### src/hdl/arpc_pkg.sv
package arpc_pkg;

    localparam int ADDR_W = 4;
    localparam int DATA_W = 32;

    // register indexes, decoded from paddr[3:2]
    localparam logic [1:0] REG_LOCAL_IP        = 2'd0;
    localparam logic [1:0] REG_VALID_TIMEOUT   = 2'd1;
    localparam logic [1:0] REG_PENDING_TIMEOUT = 2'd2;
    localparam logic [1:0] REG_RETRY_LIMIT     = 2'd3;

    // request types
    localparam logic [1:0] REQ_TICK    = 2'd0;
    localparam logic [1:0] REQ_PACKET  = 2'd1;
    localparam logic [1:0] REQ_RESOLVE = 2'd2;

    // send kinds
    localparam logic [1:0] KIND_NONE    = 2'd0;
    localparam logic [1:0] KIND_REQUEST = 2'd1;
    localparam logic [1:0] KIND_REPLY   = 2'd2;

    // header values of an Ethernet/IPv4 ARP packet
    localparam logic [15:0] HW_TYPE_ETH    = 16'h0001;
    localparam logic [15:0] PROTO_IPV4     = 16'h0800;
    localparam logic [7:0]  HW_LEN_ETH     = 8'd6;
    localparam logic [7:0]  PROTO_LEN_IPV4 = 8'd4;
    localparam logic [15:0] OP_REQUEST     = 16'd1;
    localparam logic [15:0] OP_REPLY       = 16'd2;

    localparam logic [31:0] RST_LOCAL_IP        = 32'd0;
    localparam logic [15:0] RST_VALID_TIMEOUT   = 16'd5;
    localparam logic [15:0] RST_PENDING_TIMEOUT = 16'd1;
    localparam logic [7:0]  RST_RETRY_LIMIT     = 8'd4;

    typedef enum logic [1:0] {
        ST_FREE      = 2'd0,
        ST_VALID     = 2'd1,
        ST_RESOLVING = 2'd2
    } entry_state_t;

    typedef struct packed {
        logic [31:0] local_ip;
        logic [15:0] valid_timeout;
        logic [15:0] pending_timeout;
        logic [7:0]  retry_limit;
    } cfg_t;

    typedef struct packed {
        logic [1:0]  req_type;
        logic        frame_long_enough;
        logic [15:0] hw_type;
        logic [15:0] proto_type;
        logic [7:0]  hw_len;
        logic [7:0]  proto_len;
        logic [15:0] opcode;
        logic [31:0] src_ip;
        logic [47:0] src_mac;
        logic [31:0] dst_ip;
        logic [31:0] lookup_ip;
    } item_t;

    typedef struct packed {
        logic [1:0]  send_kind;
        logic [31:0] send_ip;
        logic [47:0] send_mac;
        logic        hit;
        logic [47:0] hit_mac;
        logic [1:0]  entry_status;
    } result_t;

endpackage

### src/hdl/arp_single_entry_cache.sv
// Single-entry ARP cache.
// Item channel (item_valid/item_ready/item): one event per transfer, a timer
// tick, a received ARP header or a resolve query, selected by req_type.
// Result channel (result_valid/result_ready/result): exactly one result per
// event, in order, carrying any request or reply to send, the lookup hit and
// the entry status after the event.
// The event is held in an input register; the entry update and result are
// computed in one pass and land in the result register.
// Throughput is one event per cycle while results are taken; the single
// entry update is the only loop and it closes within that pass.
// When the receiver stalls, the result register holds and one more event
// waits in the input register; item_ready drops only when both are full.
// Reset frees the entry, clears its fields and loads the register defaults
// (local_ip 0, valid_timeout 5, pending_timeout 1, retry_limit 4).
// Write configuration over the APB port only while no event is in flight.
module arp_single_entry_cache
    import arpc_pkg::*;
(
    input  logic              clk,
    input  logic              rst_n,
    input  logic              item_valid,
    output logic              item_ready,
    input  item_t             item,
    output logic              result_valid,
    input  logic              result_ready,
    output result_t           result,
    input  logic              psel,
    input  logic              penable,
    input  logic              pwrite,
    input  logic [ADDR_W-1:0] paddr,
    input  logic [DATA_W-1:0] pwdata,
    output logic [DATA_W-1:0] prdata,
    output logic              pready
);

    cfg_t cfg;

    arpc_cfg_regs u_cfg_regs (
        .clk     (clk),
        .rst_n   (rst_n),
        .psel    (psel),
        .penable (penable),
        .pwrite  (pwrite),
        .paddr   (paddr),
        .pwdata  (pwdata),
        .prdata  (prdata),
        .pready  (pready),
        .cfg     (cfg)
    );

    arpc_engine u_engine (
        .clk          (clk),
        .rst_n        (rst_n),
        .cfg          (cfg),
        .item_valid   (item_valid),
        .item_ready   (item_ready),
        .item         (item),
        .result_valid (result_valid),
        .result_ready (result_ready),
        .result       (result)
    );

endmodule

### src/hdl/arpc_cfg_regs.sv
module arpc_cfg_regs
    import arpc_pkg::*;
(
    input  logic              clk,
    input  logic              rst_n,
    input  logic              psel,
    input  logic              penable,
    input  logic              pwrite,
    input  logic [ADDR_W-1:0] paddr,
    input  logic [DATA_W-1:0] pwdata,
    output logic [DATA_W-1:0] prdata,
    output logic              pready,
    output cfg_t              cfg
);

    cfg_t cfg_reg;
    logic wr_en;

    assign wr_en  = psel && penable && pwrite;
    assign pready = 1'b1;
    assign cfg    = cfg_reg;

    always_ff @(posedge clk or negedge rst_n)
    begin
        if (!rst_n)
        begin
            cfg_reg.local_ip        <= RST_LOCAL_IP;
            cfg_reg.valid_timeout   <= RST_VALID_TIMEOUT;
            cfg_reg.pending_timeout <= RST_PENDING_TIMEOUT;
            cfg_reg.retry_limit     <= RST_RETRY_LIMIT;
        end
        else if (wr_en)
        begin
            unique case (paddr[3:2])
                REG_LOCAL_IP:        cfg_reg.local_ip        <= pwdata;
                REG_VALID_TIMEOUT:   cfg_reg.valid_timeout   <= pwdata[15:0];
                REG_PENDING_TIMEOUT: cfg_reg.pending_timeout <= pwdata[15:0];
                REG_RETRY_LIMIT:     cfg_reg.retry_limit     <= pwdata[7:0];
                default:             ;
            endcase
        end
    end

    always_comb
    begin
        unique case (paddr[3:2])
            REG_LOCAL_IP:        prdata = cfg_reg.local_ip;
            REG_VALID_TIMEOUT:   prdata = {16'd0, cfg_reg.valid_timeout};
            REG_PENDING_TIMEOUT: prdata = {16'd0, cfg_reg.pending_timeout};
            REG_RETRY_LIMIT:     prdata = {24'd0, cfg_reg.retry_limit};
            default:             prdata = '0;
        endcase
    end

endmodule

### src/hdl/arpc_engine.sv
module arpc_engine
    import arpc_pkg::*;
(
    input  logic    clk,
    input  logic    rst_n,
    input  cfg_t    cfg,
    input  logic    item_valid,
    output logic    item_ready,
    input  item_t   item,
    output logic    result_valid,
    input  logic    result_ready,
    output result_t result
);

    logic         in_valid_reg;
    item_t        in_item_reg;
    logic         out_valid_reg;
    result_t      out_reg;
    result_t      out_next;

    entry_state_t entry_state_reg, entry_state_next;
    logic [31:0]  entry_ip_reg, entry_ip_next;
    logic [47:0]  entry_mac_reg, entry_mac_next;
    logic [15:0]  countdown_reg, countdown_next;
    logic [7:0]   retries_reg, retries_next;

    logic         advance;
    logic [15:0]  cd_dec;
    logic         pkt_ok;
    logic         lookup_hit;

    // advance the input stage whenever the result slot is free or being taken
    assign advance      = in_valid_reg && (!out_valid_reg || result_ready);
    assign item_ready   = !in_valid_reg || advance;
    assign result_valid = out_valid_reg;
    assign result       = out_reg;

    assign cd_dec = countdown_reg - 16'd1;

    assign pkt_ok = in_item_reg.frame_long_enough
                 && in_item_reg.hw_type == HW_TYPE_ETH
                 && in_item_reg.proto_type == PROTO_IPV4
                 && in_item_reg.hw_len == HW_LEN_ETH
                 && in_item_reg.proto_len == PROTO_LEN_IPV4
                 && (in_item_reg.opcode == OP_REQUEST || in_item_reg.opcode == OP_REPLY)
                 && in_item_reg.dst_ip == cfg.local_ip;

    assign lookup_hit = entry_state_reg == ST_VALID && entry_ip_reg == in_item_reg.lookup_ip;

    always_ff @(posedge clk or negedge rst_n)
    begin
        if (!rst_n)
        begin
            in_valid_reg  <= 1'b0;
            out_valid_reg <= 1'b0;
        end
        else
        begin
            if (item_ready)
                in_valid_reg <= item_valid;
            if (advance)
                out_valid_reg <= 1'b1;
            else if (result_ready)
                out_valid_reg <= 1'b0;
        end
    end

    always_ff @(posedge clk)
    begin
        if (item_valid && item_ready)
            in_item_reg <= item;
        if (advance)
            out_reg <= out_next;
    end

    always_ff @(posedge clk or negedge rst_n)
    begin
        if (!rst_n)
        begin
            entry_state_reg <= ST_FREE;
            entry_ip_reg    <= '0;
            entry_mac_reg   <= '0;
            countdown_reg   <= '0;
            retries_reg     <= '0;
        end
        else if (advance)
        begin
            entry_state_reg <= entry_state_next;
            entry_ip_reg    <= entry_ip_next;
            entry_mac_reg   <= entry_mac_next;
            countdown_reg   <= countdown_next;
            retries_reg     <= retries_next;
        end
    end

    always_comb
    begin
        entry_state_next = entry_state_reg;
        entry_ip_next    = entry_ip_reg;
        entry_mac_next   = entry_mac_reg;
        countdown_next   = countdown_reg;
        retries_next     = retries_reg;
        out_next         = '0;

        case (in_item_reg.req_type)
            REQ_TICK:
            begin
                unique case (entry_state_reg)
                    ST_VALID:
                    begin
                        countdown_next = cd_dec;
                        if (cd_dec == 16'd0)
                        begin
                            out_next.send_kind = KIND_REQUEST;
                            out_next.send_ip   = entry_ip_reg;
                            entry_state_next   = ST_RESOLVING;
                            countdown_next     = cfg.pending_timeout;
                        end
                    end
                    ST_RESOLVING:
                    begin
                        countdown_next = cd_dec;
                        if (cd_dec == 16'd0)
                        begin
                            // free the entry once the retries are used up
                            if (retries_reg == 8'd0)
                                entry_state_next = ST_FREE;
                            else
                            begin
                                retries_next       = retries_reg - 8'd1;
                                out_next.send_kind = KIND_REQUEST;
                                out_next.send_ip   = entry_ip_reg;
                                countdown_next     = cfg.pending_timeout;
                            end
                        end
                    end
                    ST_FREE: ;
                    default: ;
                endcase
            end
            REQ_PACKET:
            begin
                if (pkt_ok)
                begin
                    if (in_item_reg.opcode == OP_REQUEST)
                    begin
                        out_next.send_kind = KIND_REPLY;
                        out_next.send_ip   = in_item_reg.src_ip;
                        out_next.send_mac  = in_item_reg.src_mac;
                    end
                    entry_ip_next    = in_item_reg.src_ip;
                    entry_mac_next   = in_item_reg.src_mac;
                    entry_state_next = ST_VALID;
                    countdown_next   = cfg.valid_timeout;
                    retries_next     = cfg.retry_limit;
                end
            end
            REQ_RESOLVE:
            begin
                if (lookup_hit)
                begin
                    out_next.hit     = 1'b1;
                    out_next.hit_mac = entry_mac_reg;
                end
                else
                begin
                    out_next.send_kind = KIND_REQUEST;
                    out_next.send_ip   = in_item_reg.lookup_ip;
                end
            end
            default: ;
        endcase

        out_next.entry_status = entry_state_next;
    end

    a_hit_needs_valid: assert property (@(posedge clk) disable iff (!rst_n)
        out_valid_reg && out_reg.hit |-> out_reg.entry_status == ST_VALID)
        else $error("hit reported on an entry that is not valid");

    a_hit_no_send: assert property (@(posedge clk) disable iff (!rst_n)
        out_valid_reg && out_reg.hit |-> out_reg.send_kind == KIND_NONE)
        else $error("hit and send request in the same result");

    a_reply_refreshes: assert property (@(posedge clk) disable iff (!rst_n)
        out_valid_reg && out_reg.send_kind == KIND_REPLY |-> out_reg.entry_status == ST_VALID)
        else $error("reply sent without a refreshed entry");

    a_stall_only_when_full: assert property (@(posedge clk) disable iff (!rst_n)
        !item_ready |-> in_valid_reg && out_valid_reg && !result_ready)
        else $error("input stalled while a stage is free");

    a_state_follows_result: assert property (@(posedge clk) disable iff (!rst_n)
        advance |=> out_reg.entry_status == entry_state_reg)
        else $error("reported status differs from the stored entry");

endmodule
### config.mk
export PLATFORM = sky130hd
export DESIGN_NAME = arp_single_entry_cache
export DESIGN_NICKNAME = d
export VERILOG_FILES = /design/src/hdl/arpc_pkg.sv /design/src/hdl/arp_single_entry_cache.sv /design/src/hdl/arpc_cfg_regs.sv /design/src/hdl/arpc_engine.sv
export SDC_FILE = /design/constraint.sdc
export NUM_CORES = 1
export LEC_CHECK = 0
export BUFFER_PORTS_ARGS = -buffer_cell sky130_fd_sc_hd__buf_4
export CAP_MARGIN = 25
export CORE_MARGIN = 2
export CORE_UTILIZATION = 43
export DETAILED_ROUTE_END_ITERATION = 10
export GPL_TIMING_DRIVEN = 0
export MAX_ROUTING_LAYER = met4
export PLACE_DENSITY = 0.72
export SYNTH_ARGS = -nofsm -noshare
export SYNTH_HDL_FRONTEND = slang
export SYNTH_SLANG_ARGS = --single-unit
### constraint.sdc
create_clock -name clk -period 7.8 [get_ports clk]
set_clock_uncertainty 0.15 [all_clocks]
set_input_delay 0 -clock clk [delete_from_list [all_inputs] [get_ports clk]]
set_output_delay 0 -clock clk [all_outputs]
set_load 0.005 [all_outputs]
==> results of run 1 <==
[layer usage]
metal	track usage [%]	up-vias
met5	-	-
met4	13.2	0
met3	3.95	206
met2	45.3	716
met1	30.4	8071
li1	-	7170
[Yosys cell counts (5+ instances only)]
library cell | n | area [um^2]
sky130_fd_sc_hd__xor2_1 | 22 | 193
sky130_fd_sc_hd__nand3_1 | 15 | 75.1
sky130_fd_sc_hd__nor2_1 | 25 | 93.8
sky130_fd_sc_hd__o21ai_0 | 19 | 95.1
sky130_fd_sc_hd__buf_2 | 5 | 25.0
sky130_fd_sc_hd__a211oi_1 | 12 | 90.1
sky130_fd_sc_hd__o2bb2ai_1 | 7 | 61.3
sky130_fd_sc_hd__mux4_2 | 8 | 180
sky130_fd_sc_hd__and2_1 | 115 | 719
sky130_fd_sc_hd__o211ai_1 | 7 | 52.6
sky130_fd_sc_hd__dfrtp_1 | 176 | 4400
sky130_fd_sc_hd__xnor2_1 | 48 | 420
sky130_fd_sc_hd__ha_1 | 5 | 62.6
sky130_fd_sc_hd__nor4_1 | 32 | 200
sky130_fd_sc_hd__buf_1 | 8 | 30.0
sky130_fd_sc_hd__a22o_1 | 33 | 289
sky130_fd_sc_hd__nand2_1 | 142 | 533
sky130_fd_sc_hd__or2_2 | 8 | 50.1
sky130_fd_sc_hd__o22ai_1 | 5 | 31.3
sky130_fd_sc_hd__nor4b_1 | 11 | 96.3
sky130_fd_sc_hd__a21o_1 | 32 | 240
sky130_fd_sc_hd__nor3_1 | 11 | 55.1
sky130_fd_sc_hd__a21oi_1 | 22 | 110
sky130_fd_sc_hd__inv_1 | 19 | 71.3
sky130_fd_sc_hd__mux2_2 | 120 | 1350
sky130_fd_sc_hd__clkbuf_1 | 42 | 158
sky130_fd_sc_hd__buf_6 | 5 | 56.3
sky130_fd_sc_hd__nand2b_1 | 9 | 56.3
sky130_fd_sc_hd__nand4_1 | 21 | 131
sky130_fd_sc_hd__edfxtp_1 | 344 | 10300
sky130_fd_sc_hd__mux2i_1 | 9 | 90.1
[path summary, 6_finish.rpt]
path | startpoint | slack [ps] | end | depth (start not counted)
setup / recovery | u_engine.in_item_reg[195]$_DFFE_PP_ | 3610 | u_engine.entry_ip_reg[17]$_DFFE_PN0P_ | 10
hold / removal | item[126] | 10 | u_engine.in_item_reg[126]$_DFFE_PP_ | 2
setup reg to reg | u_engine.in_item_reg[195]$_DFFE_PP_ | 3610 | u_engine.entry_ip_reg[17]$_DFFE_PN0P_ | 10
hold reg to reg | u_engine.in_item_reg[134]$_DFFE_PP_ | 320 | u_engine.entry_ip_reg[22]$_DFFE_PN0P_ | 2
max in group asynchronous | rst_n | 6610 | u_cfg_regs.cfg[32]$_DFFE_PN0P_ | 4
min in group asynchronous | rst_n | 430 | u_engine.entry_ip_reg[8]$_DFFE_PN0P_ | 4
[per-stage QoR]
step / setup WS [ps] / total power, uW
global placement: -808 / 4350
global route: 3300 / 7350
floorplan: 1680 / 3930
finish: 3610 / 7100
detailed placement: 3570 / 4360
CTS: 3520 / 7080
[cell type report]
| class | count | share of cell area (%) |
|---|---|---|
| flip-flops and latches | 524 | 46.9 |
| repair buffers | 892 | 25.3 |
| multi-input cells | 808 | 18.6 |
| clock buffers | 83 | 5.04 |
| well taps | 622 | 2.46 |
| plain buffers | 61 | 0.875 |
| clock inverters | 20 | 0.471 |
| inverters | 19 | 0.241 |
| diodes | 8 | 0.0633 |
[power groups by stage]
stage | combinational [uW] | clock [uW] | sequential, uW
2_1_floorplan | 494 | 0 | 3430
4_1_cts | 1080 | 2580 | 3430
3_3_place_gp | 845 | 0 | 3510
6_report | 1100 | 2550 | 3440
3_5_place_dp | 882 | 0 | 3480
5_1_grt | 1190 | 2700 | 3460
[cells by family (layout without fill, tap and decap cells)]
kind of cell	after synthesis	after routing	synth area share [%]
XOR/XNOR	70	70	2.91
multiplexers	137	137	7.70
AND/OR/NAND/NOR	423	423	11.0
other	1	9	0.0178
buffers and inverters	80	1075	1.65
adder cells (fa/ha/maj)	5	5	0.297
AO/OA/AOI/OAI	172	172	5.99
flip-flops	524	524	70.4
[cell usage in the layout (no fill, tap or decap), types with 9 or more instances in the layout]
| cell type | n |
|---|---|
| sky130_fd_sc_hd__buf_4 | 419 |
| sky130_fd_sc_hd__edfxtp_1 | 344 |
| sky130_fd_sc_hd__nand3_1 | 15 |
| sky130_fd_sc_hd__clkbuf_16 | 57 |
| sky130_fd_sc_hd__nor3_1 | 11 |
| sky130_fd_sc_hd__and2_1 | 114 |
| sky130_fd_sc_hd__mux2_2 | 120 |
| sky130_fd_sc_hd__o21ai_0 | 19 |
| sky130_fd_sc_hd__a211oi_1 | 12 |
| sky130_fd_sc_hd__xnor2_1 | 48 |
| sky130_fd_sc_hd__a21o_1 | 32 |
| sky130_fd_sc_hd__xor2_1 | 22 |
| sky130_fd_sc_hd__clkbuf_1 | 61 |
| sky130_fd_sc_hd__nand4_1 | 21 |
| sky130_fd_sc_hd__nor4_1 | 31 |
| sky130_fd_sc_hd__nand2_1 | 142 |
| sky130_fd_sc_hd__a21oi_1 | 22 |
| sky130_fd_sc_hd__dlygate4sd3_1 | 464 |
| sky130_fd_sc_hd__nor2_1 | 25 |
| sky130_fd_sc_hd__dfrtp_1 | 176 |
| sky130_fd_sc_hd__clkinv_2 | 10 |
| sky130_fd_sc_hd__a22o_1 | 33 |
| sky130_fd_sc_hd__mux2i_1 | 9 |
| sky130_fd_sc_hd__nor4b_1 | 11 |
| sky130_fd_sc_hd__nand2b_1 | 9 |
| sky130_fd_sc_hd__inv_1 | 18 |
[worst register-to-register path: stages (launching register included)]
cell and delay, ps:
sky130_fd_sc_hd__edfxtp_1 370, sky130_fd_sc_hd__nor4_1 430, sky130_fd_sc_hd__nand4_1 340, sky130_fd_sc_hd__or2_2 390, sky130_fd_sc_hd__or3_1 310, sky130_fd_sc_hd__nor4_1 500, sky130_fd_sc_hd__buf_2 350, sky130_fd_sc_hd__buf_2 330
sky130_fd_sc_hd__buf_1 590, sky130_fd_sc_hd__nand2_1 180, sky130_fd_sc_hd__nand2_1 160
[what timing repair did]
item / 4_1_cts / 5_1_grt
endpoints found under the setup margin: 0 / 0
hold endpoints to repair: 488 / 3
hold buffers: 462 / 3
==> run summary, run 1 <==
## Status
- outcome: completed

## Route
- DR WL/cell: 21.6 um
- Initial DRT Pass Iterations: 5
- top layer used by detailed routing: met4
- number of DRC violations after detailed routing: 0
- number of DRC markers after the initial detailed-route iteration: 1,154
- Post-Route M1 WL: 25,000 um
- vias: 16,163
- routed wl met2: 33,800 um
- Avg Vias per Cell: 5.32
- Met3 Wirelength: 3580 um
- aggregate routed wire length: 65,700 um
- ANT nets after route: 0

## Synthesis
- number of synthesized flops with an enable pin: 344
- flip-flop cell with the highest count after synthesis: sky130_fd_sc_hd__edfxtp_1
- Warnings, synthesis: 0
- register bit count reported by yosys: 524
- synthesized netlist net count: 1,671
- synthesized instance count: 1,412
- share of synthesized flip-flops with an asynchronous set or reset: 34.4%
- Cell variety after synth: 69
- netlist area before placement: 21,100 um^2
- sequential-to-total area share from yosys stat: 70.4%
- Mean Syn Cell Area: 14.9 um^2

## Power and ir drop
- Worst VDD drop: 0.000214 V
- internal power: 5280 uW
- Switching Share: 25.6%
- clock share of power: 36.0%
- share of power burned in combinational logic: 15.6%
- switching power: 1820 uW
- static leakage: 0.0133 uW
- sequential fraction of design power: 48.5%
- power density cells: 224 nW/um^2

## Placement
- number of cells in the design after placement: 2,461
- total of buffers placed on input and output ports: 418
- Detail Placement HPWL: 39,100 um
- post-place instance area: 25,200 um^2
- routability congestion estimate from global placement: 0.888

## Floorplanning
- initial cell density of the core: 43.3%
- Top-Level Pins: 422
- width of the die: 225 um
- area enclosed by the die boundary: 50,800 um^2
- die boundary height: 225 um
- area of the core: 48,600 um^2
- Rows: 81

## CTS
- TritonCTS sink count: 524
- count of buffers added by post-CTS timing repair for setup: 0
- clock edge transition at the registers on the reported setup and hold paths: 60 ps
- TritonCTS clock tree: done
- maximum buffer depth of the clock tree: 3
- number of clock buffers inserted by TritonCTS: 55
- Worst-Skew Late Latency: 610 ps
- post-CTS resize count: 0
- cell at the root of the clock tree: sky130_fd_sc_hd__clkbuf_16
- H-tree depth: 2

## Worst setup path
- biggest fanout along the worst timing path: 10
- Critical Path Sink Type: flip-flop
- data required time of the worst path: 8180 ps
- cells along the critical path: nor4_1, nand4_1, or2_2, or3_1, nor4_1, buf_2, buf_2, buf_1, nand2_1, nand2_1
- stage delay of the slowest cell on the critical path: 580 ps
- element type at the critical path start: flip-flop
- critical path's slowest cell: sky130_fd_sc_hd__buf_1
- arrival time at the worst endpoint: 4560 ps
- worst path bufs/invs: 3
- worst setup path category: flip-flop to flip-flop
- family of cells with the greatest summed delay on the critical path: simple AND/OR/NAND/NOR gates

## STA
- share of the cycle needed by the critical path after routing: 53.7%
- final worst hold slack: 13.2 ps
- final setup violating endpoints: 0
- final hold violation count: 0
- total negative slack: 0 ps
- Final Max Slew Viols: 0
- Max Clock Freq: 239 MHz
- slew of the pin with the lowest slew margin: 938 ps
- RSZ-0062 raised after global routing: no
- crit path time final: 4190 ps
- Slew HR: 36.9%

## Cells and area
- number of fill cells in the layout: 3,296
- Sequential Area: 14,800 um^2
- area delta synth->final: 50.1%
- area of the multi-input gates: 5890 um^2
- number of flip-flops in the largest register: 211
- fin util: 65.0%
- Total Nets Final: 2,620
- post-route design area: 31,600 um^2
- fraction of layout instances using a drive strength above 1: 28.0%
- final cell count without fillers: 3,037

## GRT
- pin count of the biggest net entering global routing: 98
- initial antenna violation count: 8
- total global routing track utilization: 26.5%
- Congestion Overflow GR: 0
- number of global-route vias before repair: 17,367
- wire length of the first global-routing pass: 98,800 um

## Flow run
- reported max-cap violation count: 0

## Hold path
- Worst Hold Class: primary input to flip-flop

(Power assumes the default switching activity.)
==> run 2, diff against run 1 <==
==> constraint.sdc (replaced) <==
create_clock -name clk -period 4.3 [get_ports clk]
set_clock_uncertainty 0.15 [all_clocks]
set_input_delay 0 -clock clk [delete_from_list [all_inputs] [get_ports clk]]
set_output_delay 0 -clock clk [all_outputs]
set_load 0.005 [all_outputs]
==> run summary, run 2 (same netlist as run 1, synthesis figures left out) <==
## Status
- outcome: completed, unchanged

## Cells and area
- fraction of layout instances using a drive strength above 1: 28.4%, was 28.0%
- area delta synth->final: 51.2%, was 50.1%
- Total Nets Final: 2,629, was 2,620
- fin util: 65.5%, was 65.0%
- number of flip-flops in the largest register: 211, unchanged
- number of fill cells in the layout: 3,220, was 3,296
- commonest cells after routing, fill and taps aside: sky130_fd_sc_hd__dlygate4sd3_1 (470), sky130_fd_sc_hd__buf_4 (418), sky130_fd_sc_hd__edfxtp_1 (344), sky130_fd_sc_hd__dfrtp_1 (176), sky130_fd_sc_hd__nand2_1 (142), was sky130_fd_sc_hd__dlygate4sd3_1 (464), sky130_fd_sc_hd__buf_4 (419), sky130_fd_sc_hd__edfxtp_1 (344), sky130_fd_sc_hd__dfrtp_1 (176), sky130_fd_sc_hd__nand2_1 (142)
- commonest non-fill, non-tap cell in the layout: sky130_fd_sc_hd__dlygate4sd3_1, unchanged

## CTS
- TritonCTS clock tree: done, unchanged
- TritonCTS sink count: 524, unchanged
- number of clock buffers inserted by TritonCTS: 56, was 55
- count of buffers added by post-CTS timing repair for setup: 0, unchanged
- H-tree depth: 2, unchanged
- maximum buffer depth of the clock tree: 3, unchanged
- cell at the root of the clock tree: sky130_fd_sc_hd__clkbuf_16, unchanged
- Worst-Skew Late Latency: 630 ps, was 610 ps
- clock edge transition at the registers on the reported setup and hold paths: 70 ps, was 60 ps

## Route
- Initial DRT Pass Iterations: 6, was 5
- number of DRC violations after detailed routing: 0, unchanged
- DR WL/cell: 22.6 um, was 21.6 um
- ANT nets after route: 0, unchanged
- vias: 16,514, was 16,163
- number of DRC markers after the initial detailed-route iteration: 1,160, was 1,154
- Avg Vias per Cell: 5.42, was 5.32
- aggregate routed wire length: 69,000 um, was 65,700 um

## Power and ir drop
- power density cells: 419 nW/um^2, was 224 nW/um^2
- Worst VDD drop: 0.000418 V, was 0.000214 V
- static leakage: 0.0134 uW, was 0.0133 uW

## STA
- worst path setup slack after routing: 253 ps, was 3610 ps
- crit path time final: 4050 ps, was 4190 ps
- slew of the pin with the lowest slew margin: 952 ps, was 938 ps
- RSZ-0062 raised after global routing: no, unchanged
- Final Max Slew Viols: 0, unchanged
- final setup violating endpoints: 0, unchanged
- share of the cycle needed by the critical path after routing: 94.1%, was 53.7%
- Slew HR: 36.5%, was 36.9%
- final hold violation count: 0, unchanged
- final worst hold slack: 20.3 ps, was 13.2 ps
- Max Clock Freq: 247 MHz, was 239 MHz

## Placement
- Detail Placement HPWL: 39,100 um, about the same
- total of buffers placed on input and output ports: 418, unchanged
- routability congestion estimate from global placement: 0.877, was 0.888
- worst slack at placement: -52.7 ps, was 3570 ps

## Worst setup path
- biggest fanout along the worst timing path: 10, unchanged
- worst setup path category: flip-flop to flip-flop, unchanged
- element type at the critical path start: flip-flop, unchanged
- data required time of the worst path: 4620 ps, was 8180 ps
- number of cell instances on the worst register-to-register path: 10, unchanged
- Critical Path Sink Type: flip-flop, unchanged
- arrival time at the worst endpoint: 4370 ps, was 4560 ps

## GRT
- total global routing track utilization: 27.6%, was 26.5%
- wire length of the first global-routing pass: 103,000 um, was 98,800 um
- number of global-route vias before repair: 17,744, was 17,367
- initial antenna violation count: 8, unchanged
- Congestion Overflow GR: 0, unchanged
- pin count of the biggest net entering global routing: 113, was 98

## Hold path
- Worst Hold Class: primary input to flip-flop, unchanged
- Hold Crit Depth: 2, unchanged

## Floorplanning
- width of the die: 225 um, unchanged
- area enclosed by the die boundary: 50,800 um^2, unchanged
- initial cell density of the core: 43.3%, unchanged
- Top-Level Pins: 422, unchanged
- area of the core: 48,600 um^2, unchanged
- die boundary height: 225 um, unchanged
- Rows: 81, unchanged

## Flow run
- reported max-cap violation count: 0, unchanged

run 2: changes by cell type in the layout (fill, tap and decap cells not counted), sizes merged:
cell,previous run,this run
bufinv,1,7
dlygate4sd3,464,470
clkbuf,125,122
clkinv,16,13
clkinvlp,1,4
diode,8,11
buf,447,449
inv,21,19
run 2: what timing repair did:
action | CTS | global route
hold endpoints to repair | 461 | 2
pin swaps | 0 | 0
hold buffers | 469 | 2
endpoints found under the setup margin | 2 | 20
gates resized for setup | 1 | 1
run 2: cell type report:
cell class                 instances  area [um^2]  area share, %
antenna                           11         27.5         0.0864
multi-input combinational        808         5890           18.5
inverter                          19         75.1          0.236
tap                              622          778           2.44
clock buffer                      80         1590           5.00
sequential                       524        14800           46.6
clock inverter                    24          318          0.998
buffer                            61          278          0.872
timing repair buffer             900         8060           25.3
run 2: per-layer routing:
metal  track usage, %  share of wire (%)  vias up
li1                 -                  -     7181
met1             31.3                 38     8248
met2             46.5                 51      811
met3             5.14                6.2      274
met4             14.7                5.6        0
met5                -                  0        -
run 2: worst max-delay path, cell delays in order, from the launching register on:
cell	delay, ps
sky130_fd_sc_hd__edfxtp_1	470
sky130_fd_sc_hd__xnor2_1	260
sky130_fd_sc_hd__nand4_1	180
sky130_fd_sc_hd__nor4_1	740
sky130_fd_sc_hd__nand4_1	140
sky130_fd_sc_hd__or4_1	590
sky130_fd_sc_hd__nor3b_1	200
sky130_fd_sc_hd__buf_2	240
sky130_fd_sc_hd__clkbuf_1	350
sky130_fd_sc_hd__clkbuf_1	370
sky130_fd_sc_hd__and2_1	190
run 2: final timing paths:
kind | from | to | slack [ps]
setup / recovery | u_engine.in_item_reg[1]$_DFFE_PP_ | u_engine.result[32]$_SDFFCE_PN0P_ | 250
hold / removal | item[78] | u_engine.in_item_reg[78]$_DFFE_PP_ | 20
setup reg to reg | u_engine.in_item_reg[1]$_DFFE_PP_ | u_engine.result[32]$_SDFFCE_PN0P_ | 250
hold reg to reg | u_engine.in_item_reg[140]$_DFFE_PP_ | u_engine.entry_ip_reg[28]$_DFFE_PN0P_ | 330
max in group asynchronous | rst_n | u_cfg_regs.cfg[16]$_DFFE_PN0P_ | 3020
min in group asynchronous | rst_n | u_engine.entry_ip_reg[28]$_DFFE_PN0P_ | 380
run 2: power by group:
group / leakage (uW) / switching [uW] / internal [uW]
logic: 0.00672 / 932 / 1090
registers: 0.00572 / 381 / 5870
clock network: 0.000929 / 2090 / 2990
run 2: metrics by stage:
| stage | instance area [um^2] | power [uW] | cells | TNS, ps |
|---|---|---|---|---|
| floorplan | 21100 | 7100 | 1412 | 0 |
| global placement | 25000 | 7860 | 2452 | -218540 |
| detailed placement | 25200 | 7920 | 2463 | -299 |
| CTS | 31800 | 13300 | 3036 | 0 |
| global route | 31900 | 13800 | 3046 | 0 |
| finish | 31900 | 13400 | 3049 | 0 |
